$ cat src/rtl/core/tfd_pkg.sv
// Package for the tagged frame deframer: types, widths and the start tag table.
`timescale 1ns / 1ps
`default_nettype none

package tfd_pkg;

  localparam int unsigned ByteW     = 8;
  localparam int unsigned TagCntW   = 4;
  localparam int unsigned HdrCntW   = 6;
  localparam int unsigned SizeW     = 32;

  typedef enum logic [1:0] {
    PH_HUNT    = 2'd0,
    PH_HEADER  = 2'd1,
    PH_PAYLOAD = 2'd2,
    PH_TRAILER = 2'd3
  } phase_e;

  // Byte held in the input register.
  typedef struct packed {
    logic              valid;
    logic [ByteW-1:0]  data;
  } in_item_t;

  // Result produced by the core for one byte.
  typedef struct packed {
    logic              valid;
    logic [ByteW-1:0]  data;
    logic              last;
  } res_t;

  // Start tag "BoundaryS"; positions past the ninth expect 0x00.
  function automatic logic [ByteW-1:0] tag_byte(input logic [TagCntW-1:0] idx);
    logic [ByteW-1:0] b;
    b = 8'h00;
    unique case (idx)
      4'd0:    b = 8'h42; // B
      4'd1:    b = 8'h6F; // o
      4'd2:    b = 8'h75; // u
      4'd3:    b = 8'h6E; // n
      4'd4:    b = 8'h64; // d
      4'd5:    b = 8'h61; // a
      4'd6:    b = 8'h72; // r
      4'd7:    b = 8'h79; // y
      4'd8:    b = 8'h53; // S
      default: b = 8'h00;
    endcase
    return b;
  endfunction

endpackage

`default_nettype wire

$ cat src/rtl/core/tagged_frame_deframer.sv
// Top level of the tagged frame deframer.
`timescale 1ns / 1ps
`default_nettype none

// Byte-stream deframer. Each input transaction carries one raw byte. The block
// hunts for the start tag "BoundaryS" (TAG_LEN bytes; positions past the ninth
// expect 0x00), reads a HEADER_LEN-byte header whose bytes 4..7 give the
// payload size little-endian, then emits each payload byte as one output
// transaction, with the byte at index size/2 inverted and frame_last_o set on
// the final byte. TAG_LEN trailer bytes are then dropped unchecked and hunting
// resumes; a zero-size frame emits nothing. A mismatching tag byte is retried
// as a first tag byte. While out_ready_i is high, throughput is one byte per
// clock: an input register feeds the per-byte state update and a result
// register holds the output. While a result waits, the input register takes
// one byte and holds it. in_ready_o drops only when the input register and
// the result register are both full and out_ready_i is low. Bytes that
// produce no result still pass through the input register in order.

module tagged_frame_deframer #(
  parameter int unsigned TAG_LEN    = 9,
  parameter int unsigned HEADER_LEN = 32
) (
  input  wire logic                       clk_i,
  input  wire logic                       rst_ni,
  input  wire logic                       in_valid_i,
  output logic                            in_ready_o,
  input  wire logic [tfd_pkg::ByteW-1:0]  in_byte_i,
  output logic                            out_valid_o,
  input  wire logic                       out_ready_i,
  output logic [tfd_pkg::ByteW-1:0]       out_byte_o,
  output logic                            frame_last_o
);

  tfd_pkg::in_item_t item;
  tfd_pkg::res_t     res;
  logic              slot_free;
  logic              advance;

  // The held byte moves into the core once the result slot can take its result.
  assign advance = item.valid && slot_free;

  tfd_in_stage u_in (
    .clk_i      (clk_i),
    .rst_ni     (rst_ni),
    .in_valid_i (in_valid_i),
    .in_ready_o (in_ready_o),
    .in_byte_i  (in_byte_i),
    .advance_i  (advance),
    .item_o     (item)
  );

  tfd_core #(
    .TAG_LEN    (TAG_LEN),
    .HEADER_LEN (HEADER_LEN)
  ) u_core (
    .clk_i     (clk_i),
    .rst_ni    (rst_ni),
    .item_i    (item),
    .advance_i (advance),
    .res_o     (res)
  );

  tfd_out_stage u_out (
    .clk_i        (clk_i),
    .rst_ni       (rst_ni),
    .advance_i    (advance),
    .res_i        (res),
    .slot_free_o  (slot_free),
    .out_valid_o  (out_valid_o),
    .out_ready_i  (out_ready_i),
    .out_byte_o   (out_byte_o),
    .frame_last_o (frame_last_o)
  );

endmodule

`default_nettype wire

$ cat src/rtl/core/tfd_in_stage.sv
// Input register of the deframer: holds one byte until the core takes it.
`timescale 1ns / 1ps
`default_nettype none

module tfd_in_stage (
  input  wire logic                        clk_i,
  input  wire logic                        rst_ni,
  input  wire logic                        in_valid_i,
  output logic                             in_ready_o,
  input  wire logic [tfd_pkg::ByteW-1:0]   in_byte_i,
  input  wire logic                        advance_i,
  output tfd_pkg::in_item_t                item_o
);

  logic                      valid_q, valid_d;
  logic [tfd_pkg::ByteW-1:0] data_q;

  assign in_ready_o = !valid_q || advance_i;

  always_comb begin
    valid_d = valid_q;
    if (in_ready_o) begin
      valid_d = in_valid_i;
    end
  end

  always_ff @(posedge clk_i or negedge rst_ni) begin
    if (!rst_ni) begin
      valid_q <= 1'b0;
    end else begin
      valid_q <= valid_d;
    end
  end

  always_ff @(posedge clk_i) begin
    if (in_valid_i && in_ready_o) begin
      data_q <= in_byte_i;
    end
  end

  assign item_o.valid = valid_q;
  assign item_o.data  = data_q;

endmodule

`default_nettype wire

$ cat src/rtl/core/tfd_core.sv
// Deframer state machine: tag hunt, header parse, payload pass, trailer skip.
`timescale 1ns / 1ps
`default_nettype none

module tfd_core #(
  parameter int unsigned TAG_LEN    = 9,
  parameter int unsigned HEADER_LEN = 32
) (
  input  wire logic               clk_i,
  input  wire logic               rst_ni,
  input  wire tfd_pkg::in_item_t  item_i,
  input  wire logic               advance_i,
  output tfd_pkg::res_t           res_o
);

  tfd_pkg::phase_e                 phase_q, phase_d;
  logic [tfd_pkg::TagCntW-1:0]     tag_cnt_q, tag_cnt_d;
  logic [tfd_pkg::HdrCntW-1:0]     hdr_cnt_q, hdr_cnt_d;
  logic [tfd_pkg::SizeW-1:0]       size_q, size_d;
  logic [tfd_pkg::SizeW-1:0]       pay_cnt_q, pay_cnt_d;
  logic [tfd_pkg::TagCntW-1:0]     trl_cnt_q, trl_cnt_d;

  logic [tfd_pkg::ByteW-1:0]       b;
  logic [tfd_pkg::TagCntW-1:0]     tag_inc;
  logic [tfd_pkg::HdrCntW-1:0]     hdr_inc;
  logic [tfd_pkg::TagCntW-1:0]     trl_inc;
  logic                            is_last;
  logic                            is_mid;

  assign b       = item_i.data;
  assign tag_inc = tag_cnt_q + 4'd1;
  assign hdr_inc = hdr_cnt_q + 6'd1;
  assign trl_inc = trl_cnt_q + 4'd1;
  assign is_last = (pay_cnt_q == (size_q - 32'd1));
  assign is_mid  = (pay_cnt_q == {1'b0, size_q[tfd_pkg::SizeW-1:1]});

  always_comb begin
    phase_d    = phase_q;
    tag_cnt_d  = tag_cnt_q;
    hdr_cnt_d  = hdr_cnt_q;
    size_d     = size_q;
    pay_cnt_d  = pay_cnt_q;
    trl_cnt_d  = trl_cnt_q;
    res_o.valid = 1'b0;
    res_o.data  = b;
    res_o.last  = 1'b0;

    unique case (phase_q)
      tfd_pkg::PH_HUNT: begin
        if (b == tfd_pkg::tag_byte(tag_cnt_q)) begin
          tag_cnt_d = tag_inc;
          if (tag_inc == 4'(TAG_LEN)) begin
            tag_cnt_d = '0;
            hdr_cnt_d = '0;
            phase_d   = tfd_pkg::PH_HEADER;
          end
        end else begin
          // retry the byte as a first tag byte
          tag_cnt_d = (b == tfd_pkg::tag_byte('0)) ? 4'd1 : 4'd0;
        end
      end
      tfd_pkg::PH_HEADER: begin
        // bytes 4..7 carry the size, little-endian
        if (hdr_cnt_q[5:2] == 4'd1) begin
          for (int k = 0; k < 4; k++) begin
            if (hdr_cnt_q[1:0] == 2'(k)) begin
              size_d[k*8 +: 8] = b;
            end
          end
        end
        hdr_cnt_d = hdr_inc;
        if (hdr_inc == 6'(HEADER_LEN)) begin
          hdr_cnt_d = '0;
          pay_cnt_d = '0;
          trl_cnt_d = '0;
          phase_d   = (size_d == '0) ? tfd_pkg::PH_TRAILER : tfd_pkg::PH_PAYLOAD;
        end
      end
      tfd_pkg::PH_PAYLOAD: begin
        res_o.valid = 1'b1;
        res_o.data  = is_mid ? ~b : b;
        res_o.last  = is_last;
        pay_cnt_d   = pay_cnt_q + 32'd1;
        if (is_last) begin
          trl_cnt_d = '0;
          phase_d   = tfd_pkg::PH_TRAILER;
        end
      end
      tfd_pkg::PH_TRAILER: begin
        trl_cnt_d = trl_inc;
        if (trl_inc == 4'(TAG_LEN)) begin
          trl_cnt_d = '0;
          tag_cnt_d = '0;
          phase_d   = tfd_pkg::PH_HUNT;
        end
      end
      default: begin
        phase_d = tfd_pkg::PH_HUNT;
      end
    endcase
  end

  always_ff @(posedge clk_i or negedge rst_ni) begin
    if (!rst_ni) begin
      phase_q   <= tfd_pkg::PH_HUNT;
      tag_cnt_q <= '0;
      hdr_cnt_q <= '0;
      size_q    <= '0;
      pay_cnt_q <= '0;
      trl_cnt_q <= '0;
    end else if (advance_i) begin
      phase_q   <= phase_d;
      tag_cnt_q <= tag_cnt_d;
      hdr_cnt_q <= hdr_cnt_d;
      size_q    <= size_d;
      pay_cnt_q <= pay_cnt_d;
      trl_cnt_q <= trl_cnt_d;
    end
  end

endmodule

`default_nettype wire

$ cat src/rtl/core/tfd_out_stage.sv
// Result register of the deframer: holds one payload byte until taken.
`timescale 1ns / 1ps
`default_nettype none

module tfd_out_stage (
  input  wire logic                       clk_i,
  input  wire logic                       rst_ni,
  input  wire logic                       advance_i,
  input  wire tfd_pkg::res_t              res_i,
  output logic                            slot_free_o,
  output logic                            out_valid_o,
  input  wire logic                       out_ready_i,
  output logic [tfd_pkg::ByteW-1:0]       out_byte_o,
  output logic                            frame_last_o
);

  logic                      valid_q, valid_d;
  logic [tfd_pkg::ByteW-1:0] data_q;
  logic                      last_q;

  assign slot_free_o = !valid_q || out_ready_i;

  always_comb begin
    if (advance_i) begin
      valid_d = res_i.valid;
    end else begin
      valid_d = valid_q && !out_ready_i;
    end
  end

  always_ff @(posedge clk_i or negedge rst_ni) begin
    if (!rst_ni) begin
      valid_q <= 1'b0;
    end else begin
      valid_q <= valid_d;
    end
  end

  always_ff @(posedge clk_i) begin
    if (advance_i && res_i.valid) begin
      data_q <= res_i.data;
      last_q <= res_i.last;
    end
  end

  assign out_valid_o  = valid_q;
  assign out_byte_o   = data_q;
  assign frame_last_o = last_q;

endmodule

`default_nettype wire

$ cat config.mk
export PLATFORM = sky130hd
export DESIGN_NAME = tagged_frame_deframer
export DESIGN_NICKNAME = d
export VERILOG_FILES = /design/src/rtl/core/tfd_pkg.sv /design/src/rtl/core/tagged_frame_deframer.sv /design/src/rtl/core/tfd_in_stage.sv /design/src/rtl/core/tfd_core.sv /design/src/rtl/core/tfd_out_stage.sv
export SDC_FILE = /design/constraint.sdc
export NUM_CORES = 1
export LEC_CHECK = 0
export BUFFER_PORTS_ARGS = -buffer_cell sky130_fd_sc_hd__buf_2
export CORE_AREA = 4 4 115 171
export DETAILED_ROUTE_END_ITERATION = 10
export DIE_AREA = 0 0 119 175
export PLACE_DENSITY_LB_ADDON = 0.3
export SLEW_MARGIN = 20
export SYNTH_ARGS = -nofsm -noshare
export SYNTH_HDL_FRONTEND = slang
export SYNTH_SLANG_ARGS = --single-unit
$ cat constraint.sdc
create_clock -name clk_i -period 3.41 [get_ports clk_i]
set_clock_uncertainty 0.05 [all_clocks]
set_input_delay 0.5115 -clock clk_i [delete_from_list [all_inputs] [get_ports clk_i]]
set_output_delay 0.5115 -clock clk_i [all_outputs]
set_load 0.005 [all_outputs]
# Word-level counts from Yosys, hierarchy flattened
# Memories as Yosys holds them, arrays and structs flattened.
# Cells that the tools add are included.
op_classes:
  addsub: 5
  n_eq_ne: 19
  muxes: 32
  n_bitwise: 1
  n_reduce_logical: 22
ops:
  columns: ["operator", "n"]
  rows:
  - ["$mux 32", 3]
  - ["$pmux 32 s2", 1]
  - ["$mux 8", 6]
  - ["$add 32x1->32 const B", 1]
  - ["$eq 32x31->1", 1]
  - ["$eq 32x32->1", 1]
  - ["$logic_not 32->1", 1]
  - ["$sub 32x1->32 const B", 1]
  - ["$mux 4", 6]
  - ["$mux 6", 3]
  - ["$pmux 4 s3", 1]
  - ["$pmux 6 s2", 1]
  - ["$mux 10", 1]
  - ["$mux 2", 5]
  - ["$ne 2x1->1 const B", 5]
  - ["$add 4x1->4 const B", 2]
  - ["$eq 2x2->1 const B", 4]
  - ["$eq 4x4->1 const B", 2]
  - ["$eq 8x7->1 const B", 1]
  - ["$eq 8x8->1", 1]
  - ["$not 8->8", 1]
  - ["$pmux 2 s4", 1]
  - ["$pmux 4 s2", 1]
  - ["$reduce_and 4->1", 2]
  - ["other kinds (14)", 27]
word_totals:
  register_bits: 99
  rom_bits: 112
  input_bits: 12
  out_inout_bits: 11
  word_cells: 91
  n_memories: 1
mem_list:
  columns: ["name", "words", "width", "read_ports", "rd_ports_with_merged_regs", "write_ports", "line_no", "rtl"]
  rows:
  - ["(name not given)", 16, 7, 1, 0, 0, "tfd_pkg.sv:36", "unique case (idx)"]

# Depth between registers and ports, before layout
# Gate-level depths: netlist (run 1).
logic_depth:
  word_depth: 8
  mapped_depth: 12
  ltp_nobuf: 11

# Hierarchy
# A second synthesis (run 1) with hierarchy kept.
unflattened:
  hier_cells: 717
  hier_area_um2: 6673.9
by_module_without_submodules:
  columns: ["module", "n_inst", "cells_per_inst", "area_per_inst_um2", "seq_area_each_um2"]
  rows:
  - ["tfd_core", 1, 690, 6040.8, 2001.9]
  - ["tfd_out_stage", 1, 13, 325.3, 295.3]
  - ["tfd_in_stage", 1, 13, 301.5, 265.3]
  - ["tagged_frame_deframer", 1, 1, 6.3, 0.0]

# Worst setup path before layout (run 1)
# Ideal clock, no wire load.
synth_path:
  kind: "flip-flop to flip-flop"
  startpoint: "register u_core.size_q[2] (netlist name)"
  endpoint: "register u_core.phase_q[0]"
  setup_time_ns: 0.128
  arrival_time_ns: 3.511
  t_required_ns: 3.232
  slack_ns: -0.278
  path_stages_with_launch: 12
  path_buffers: 2
  period_less_slack_ns: 3.688
  path_cell_list: "dfrtp_1 > buf_6 > or4_4 > or4_4 > buf_6 > nor3_1 > xnor2_1 > o21ai_0 > or3_1 > or4_4 > a211oi_4 > mux2_1"
synth_between:
  elab_chain_cells: 7
  elab_cells_between_ends: 11
  cone_classes: "add/sub: 1; eq/ne: 2; mux: 6; reduce/logical: 2"
synth_rtl:
  columns: ["item", "line_no", "rtl"]
  rows:
  - ["start, declared", "tfd_core.sv:19", "logic [tfd_pkg::SizeW-1:0] size_q, size_d;"]
  - ["start signal, assigned", "tfd_core.sv:115", "size_q <= size_d;"]
  - ["parallel branches: the longest is 7 deep, another holds $sub 32x1->32", null, null]
  - ["end signal, assigned", "tfd_core.sv:105", "phase_q <= tfd_pkg::PH_HUNT;"]
  - ["end signal, assigned", "tfd_core.sv:112", "phase_q <= phase_d;"]
  - ["end, declared", "tfd_core.sv:16", "tfd_pkg::phase_e phase_q, phase_d;"]
# Several ways; the timed one is not identified. The select of a mux whose other input is x is not followed.
# A chain may end at the register's enable or synchronous reset.

# Final worst setup path (run 1)
layout_path:
  startpoint: "register u_core.size_q[1] (netlist name)"
  endpoint: "register u_core.phase_q[1]"
layout_between:
  elab_chain_cells: 4
layout_rtl:
  columns: ["item", "line_no", "rtl"]
  rows:
  - ["$sub 32x1->32", "tfd_core.sv:34", "assign is_last = (pay_cnt_q == (size_q - 32'd1));"]
  - ["$eq 32x32->1", "tfd_core.sv:34", null]
  - ["$ne 2x1->1 (no line)", null, null]
  - ["$reduce_and 6->1 (no line)", null, null]
# No other way between the ends.

==> results of run 1 <==
-- cells in the mapped netlist (all sizes together), types with 24 or more instances --
library cell | count | area share [%]
nand3 | 33 | 2.4
nor4 | 26 | 2.5
inv | 24 | 1.3
mux2 | 33 | 5.5
clkbuf | 50 | 2.8
xor2 | 45 | 5.8
nor2 | 66 | 3.7
nand2 | 46 | 2.5
dfrtp | 82 | 30
o21ai | 37 | 2.7
xnor2 | 67 | 8.6
nand4 | 29 | 2.7
-- worst reg2reg max path, stage by stage (launching register included) --
cell      delay (ps)
dfrtp_1          380
or4_4            570
or4_4            520
nor2_4           180
a41oi_2          130
or4_1            530
or4_4            540
a211oi_4         280
mux2_4           330
-- registers in the layout, summed over array words and instances, names as in the netlist --
signal / cells
u_core.size_q: 32
u_out.out_valid_o: 1
u_in.valid_q: 1
u_core.phase_q: 2
u_in.data_q: 8
u_out.out_byte_o: 8
u_core.pay_cnt_q: 32
u_core.hdr_cnt_q: 6
u_out.frame_last_o: 1
u_core.tag_cnt_q: 4
u_core.trl_cnt_q: 4
-- how the worst min path moves through the flow --
stage	end	depth (start not counted)	slack, ps
2_1_floorplan	u_core.hdr_cnt_q[0]	0	170
3_5_place_dp	u_core.trl_cnt_q[2]	1	480
3_3_place_gp	u_core.trl_cnt_q[2]	1	460
6_report	u_core.pay_cnt_q[4]	1	100
5_1_grt	u_core.size_q[2]	1	150
4_1_cts	u_core.size_q[2]	1	130
-- layout make-up --
cell class,instances,area (µm²),area share [%]
Multi-Input combinational cell,573,4039,50.09
Sequential cell,99,2562,31.78
Timing Repair Buffer,107,750.7,9.310
Tap cell,248,310.3,3.848
Clock buffer,9,225.2,2.793
Inverter,24,90.09,1.117
Clock inverter,7,86.33,1.071
-- metal layers --
metal	vias to the layer above	routed length, µm	global-route usage, %
li1	2788	-	-
met1	2759	7638	21.16
met2	109	10320	34.77
met3	47	437	1.328
met4	0	998	11.41
met5	-	0	0
-- power groups by stage --
stage / clock (mW) / sequential, mW / combinational [mW]
2_1_floorplan: 0 / 1.24 / 0.0352
3_3_place_gp: 0 / 1.27 / 0.0538
3_5_place_dp: 0 / 1.27 / 0.0548
4_1_cts: 1.10 / 1.24 / 0.0550
5_1_grt: 1.13 / 1.24 / 0.0606
6_report: 1.07 / 1.24 / 0.0525
-- cells by family (layout without fill, tap and decap cells) --
logic type	after synthesis	after routing	share of synthesized area, %
mux	41	41	6.630
flops	99	99	37.61
compound gates	103	103	9.458
xor+xnor	112	112	14.40
buf+inv	86	147	5.014
simple gates	299	299	23.58
fa+ha+maj	18	18	3.306
-- what timing repair did --
item,CTS,global route
hold endpoints to repair,0,0
pin swaps,0,5
resized for setup,7,12
setup buffers,1,0
setup endpoints to repair,6,10
-- metrics by stage --
stage	hold slack, ps	std cells	utilization (%)	worst slack, ps
global route	148.4	1067	44.57	-268.5
global placement	457.3	1050	42.30	-278.6
floorplan	165.9	758	-	-166.3
CTS	127.1	1067	44.27	-197.1
detailed placement	476.9	1050	42.30	-392.8
finish	103.4	1067	44.57	-196.0
==> out/results.tsv, run 1 <==
metric	value	unit
total CTS buffers	9	
max incr delay on CP	570	ps
Final period util	105.7	%
Worst EP arrival	3820	ps
GRT Util Overall	18.95	%
grt ovf	0	
number of vias in the routed layout	5703	
Post-synth EDFFs	17	
Clk Latency, worst-skew pair	370	ps
total number of cells along the worst setup path	8	
P per Cell Area	293.1	nW/µm²
Peak Freq	277.3	MHz
DR vias/cell	5.345	
reg2reg path depth	8	
setup ws final	-196.0	ps
CTS tree	built	
Buf+Inv Stages, Crit Path	0	
Sw Share	25.54	%
clk sinks	99	
Hold Fails Final Rpt	0	
Reg power frac	52.5	%
core area	18090	µm²
DR pass1 iterations	5	
post-route ant nets	0	
Post-Layout Inst Area	8064	µm²
Worst path most repeated cell	or4_4	
syn nets	788	
Worst Tran Pin Value	732.8	ps
FF-to-FF End	u_core.phase_q[1]	
Ports	23	
Die H	175	µm
final wirelength	19.39	mm
hold buffers post-CTS	0	
Yosys warning total	0	
setup TNS	-386.8	ps
Layout fillers	1793	
Period minus WS final	3606	ps
Max VDD drop	209.1	µV
status	finished, violations left	
Gate Count Post-Synth	758	
HP Class	in2async	
area growth from synthesis to layout	18.37	%
Comb power frac	2.2	%
CP cell instances	or4_4, or4_4, nor2_4, a41oi_2, or4_1, or4_4, a211oi_4, mux2_4	
Critical R2R Launch	u_core.size_q[1]	
Final #Nets	844	
failing checks	negative setup slack	
post-detail-place hpwl	15.11	mm
Max transition margin	50.97	%
DR WL/cell	18.18	µm
commonest non-fill, non-tap cells in the layout	86 x buf_4, 82 x dfrtp_1, 67 x xnor2_1, 65 x nor2_1, 46 x nand2_1	
Crit Path Class	reg2reg	
Crit path max-delay family	simple AND/OR/NAND/NOR gates	
I/O Buffers	22	
Die Span X	119	µm
Std-Cell Rows	60	
commonest non-fill, non-tap cell in the layout	buf_4	
layout cells sized above 1	22.10	%
drt initial violations	245	
Syn Std Cell Area	6813	µm²
worst setup path endpoint	u_core.phase_q[1]	
Clock transition at path regs	80	ps
Slew Limit Fails	0	
Final GP Congestion	0.9019	
CP Launch Type	flop	
worst path required time	3620	ps
slowest CP cell	or4_4	
Pint	1.760	mW
number of synthesized register bits	99	
Static Leak	3.585	nW
setup slack, reg-to-reg	-200	ps
Final setup viols	2	
DRC	0	
Design Power	2.363	mW
Area after DPL	7652	µm²
largest net degree at the start of global routing	45	
vias in the first global route	5695	
switching pwr	0.6036	mW
Distinct cells, synth	61	
H-tree depth	3	
die area	20830	µm²
Avg Synthesized Cell Area	8.988	µm²
register area share after synthesis	37.61	%
first-pass GRT wire length	31.15	mm
asr flop ratio synth	82.83	%
Synth Flop Type	dfrtp_1	
Critical Path Start	u_core.size_q[1]	
Clock Tree Buf Depth	2	
unrepaired setup endpoints after global routing	yes	
max capacitance violation total	0	
initial antenna violation count	0	
antenna cells	0	
clock power share	45.3	%
crit path capture type	flop	
Starting Density	37.66	%
clk root buf	clkbuf_16	
crit-path max FO	6	
No activity file was read; power rests on OpenSTA's default activity.
==> run 2: changes to the inputs <==
--- a/config.mk
+++ b/config.mk
@@ -6,9 +6,11 @@
 export NUM_CORES = 1
 export LEC_CHECK = 0
 export BUFFER_PORTS_ARGS = -buffer_cell sky130_fd_sc_hd__buf_2
-export CORE_AREA = 4 4 115 171
+export CELL_PAD_IN_SITES_DETAIL_PLACEMENT = 1
+export CELL_PAD_IN_SITES_GLOBAL_PLACEMENT = 1
+export CORE_AREA = 2 2 113 169
 export DETAILED_ROUTE_END_ITERATION = 10
-export DIE_AREA = 0 0 119 175
+export DIE_AREA = 0 0 115 171
 export PLACE_DENSITY_LB_ADDON = 0.3
 export SLEW_MARGIN = 20
 export SYNTH_ARGS = -nofsm -noshare
==> out/results.tsv, run 2 (synthesized netlist as in run 1, its figures left out) <==
metric	value	unit	change
Crit Path Class	reg2reg		
failing checks	negative setup slack		
DR pass1 iterations	4		-1
worst path required time	3620	ps	about the same
Place WS	-387.6	ps	+5.234 ps
crit-path max FO	6		unchanged
vias in the first global route	6579		+16%
unrepaired setup endpoints after global routing	yes		
Die Span X	115	µm	-3.4%
Final setup viols	4		+2
post-detail-place hpwl	17.53	mm	+16%
total CTS buffers	9		unchanged
post-route ant nets	0		unchanged
Clock transition at path regs	80	ps	about the same
DRC	0		unchanged
Ports	23		unchanged
met2 Track Usage GR	45.73	%	+11 points
Final GP Congestion	0.8964		-0.61%
fin util	44.08	%	-0.49 points
Clock Tree Buf Depth	2		unchanged
Max transition margin	40.07	%	-11 points
Starting Density	37.19	%	-0.46 points
GRT Util Overall	24.00	%	+5.1 points
setup TNS	-515.8	ps	-129.0 ps
Std-Cell Rows	61		+1.7%
commonest non-fill, non-tap cells in the layout	90 x buf_4, 82 x dfrtp_1, 67 x xnor2_1, 65 x nor2_1, 46 x nand2_1		
H-tree depth	3		unchanged
Hold Fails Final Rpt	0		unchanged
leading registers by flop count	u_core.pay_cnt_q x32, u_core.size_q x32		
crit path capture type	flop		
die area	19670	µm²	-5.6%
hold buffers post-CTS	0		unchanged
Global Route met3 Usage	3.153	%	+1.8 points
drt initial violations	212		-13%
Final #Nets	851		+0.83%
Reg power frac	52.5	%	about the same
Max VDD drop	314.7	µV	+50%
GR Util met1	24.91	%	+3.8 points
number of vias in the routed layout	5963		+4.6%
clk root buf	clkbuf_16		
Worst Tran Pin Value	895.6	ps	+162.9 ps
status	finished, violations left		
largest net degree at the start of global routing	83		+84%
Peak Freq	276.6	MHz	-0.25%
final wirelength	22.37	mm	+15%
Pint	1.748	mW	-0.63%
first-pass GRT wire length	35.62	mm	+14%
GR peak layer	met2		
layout cells sized above 1	23.12	%	+1.0 points
Clk Latency, worst-skew pair	370	ps	about the same
P per Cell Area	290.6	nW/µm²	-0.83%
Sw Share	25.50	%	-0.041 points
commonest non-fill, non-tap cell in the layout	buf_4		
max capacitance violation total	0		unchanged
Slew Limit Fails	0		unchanged
Post-Layout Inst Area	8075	µm²	+0.14%
CTS tree	built		
initial antenna violation count	0		unchanged
DR WL/cell	21.38	µm	+18%
grt ovf	0		unchanged
clock power share	44.5	%	-0.8 points
HP Class	in2async		
Final period util	106.0	%	+0.27 points
switching pwr	0.5985	mW	-0.85%
area growth from synthesis to layout	18.53	%	
Static Leak	3.603	nW	+0.50%
CP Launch Type	flop		
clk sinks	99		unchanged
Die H	171	µm	-2.3%
core area	18320	µm²	+1.2%
setup ws final	-205.1	ps	-9.083 ps
Layout fillers	2132		+19%
DR vias/cell	5.701		+6.7%
Area after DPL	7647	µm²	about the same
Period minus WS final	3615	ps	+9.083 ps
Worst EP arrival	3830	ps	about the same
antenna cells	0		unchanged
I/O Buffers	22		unchanged
Comb power frac	3.0	%	+0.8 points
==> run 2: cell count changes in the layout (fill, tap and decap cells not counted), sizes merged <==
cell,change
clkinv,-2
buf,+7
clkinvlp,+2
==> run 2: critical path: stages (launching register included) <==
cell and delay, ps:
dfrtp_1 400, or4_4 590, or4_4 500, nor2_4 150, xor2_1 160, nand3b_1 100
or4_1 410, or4_4 540, a211oi_4 280, mux2_4 320
==> run 2: through the flow <==
stage | hold slack (ps) | std cells | power (mW)
detailed placement | 504.9 | 1026 | 1.328
global placement | 465.3 | 1026 | 1.324
global route | 197.8 | 1046 | 2.426
CTS | 244.9 | 1046 | 2.372
floorplan | 165.9 | 758 | 1.272
finish | 143.5 | 1046 | 2.347
==> run 2: area by class of cell <==
cell class / count / area [µm²] / area share [%]
inverters: 24 / 90.09 / 1.116
well taps: 220 / 275.3 / 3.409
flip-flops and latches: 99 / 2562 / 31.73
multi-input cells: 573 / 4041 / 50.05
clock inverters: 7 / 66.31 / 0.8212
clock buffers: 9 / 225.2 / 2.789
repair buffers: 114 / 814.5 / 10.09
==> run 2: path summary, 6_finish.rpt <==
kind | start | end | slack (ps) | cells past startpoint
max reg2reg | u_core.size_q[1] | u_core.phase_q[0] | -210 | 9
min reg2reg | u_core.hdr_cnt_q[5] | u_core.hdr_cnt_q[5] | 520 | 1
max in group asynchronous | rst_ni | u_core.pay_cnt_q[31] | 2630 | 1
min | rst_ni | u_core.hdr_cnt_q[4] | 140 | 1
max | u_core.size_q[1] | u_core.phase_q[0] | -210 | 9
min in group clk_i | in_byte_i[2] | u_in.data_q[2] | 260 | 1
==> run 2: repair_timing <==
action                     4_1_cts  5_1_grt
buffers inserted                 4        0
setup endpoints to repair        6        6
cloned                           0        0
gates resized for setup         21        4
pin swaps                        5        1
==> run 2: power by group through the flow <==
stage / Combinational [mW] / Clock [mW] / Sequential [mW]
floorplan: 0.0352 / 0 / 1.24
global placement: 0.0693 / 0 / 1.25
detailed placement: 0.0725 / 0 / 1.26
CTS: 0.0730 / 1.07 / 1.23
global route: 0.0784 / 1.11 / 1.23
finish: 0.0713 / 1.04 / 1.23
==> run 2: per-layer routing <==
layer  vias to the layer above  wire length [µm]
met5                         -                 0
met4                         0              1075
met3                        50               398
met2                        84             12410
met1                      3027              8479
li1                       2802                 -
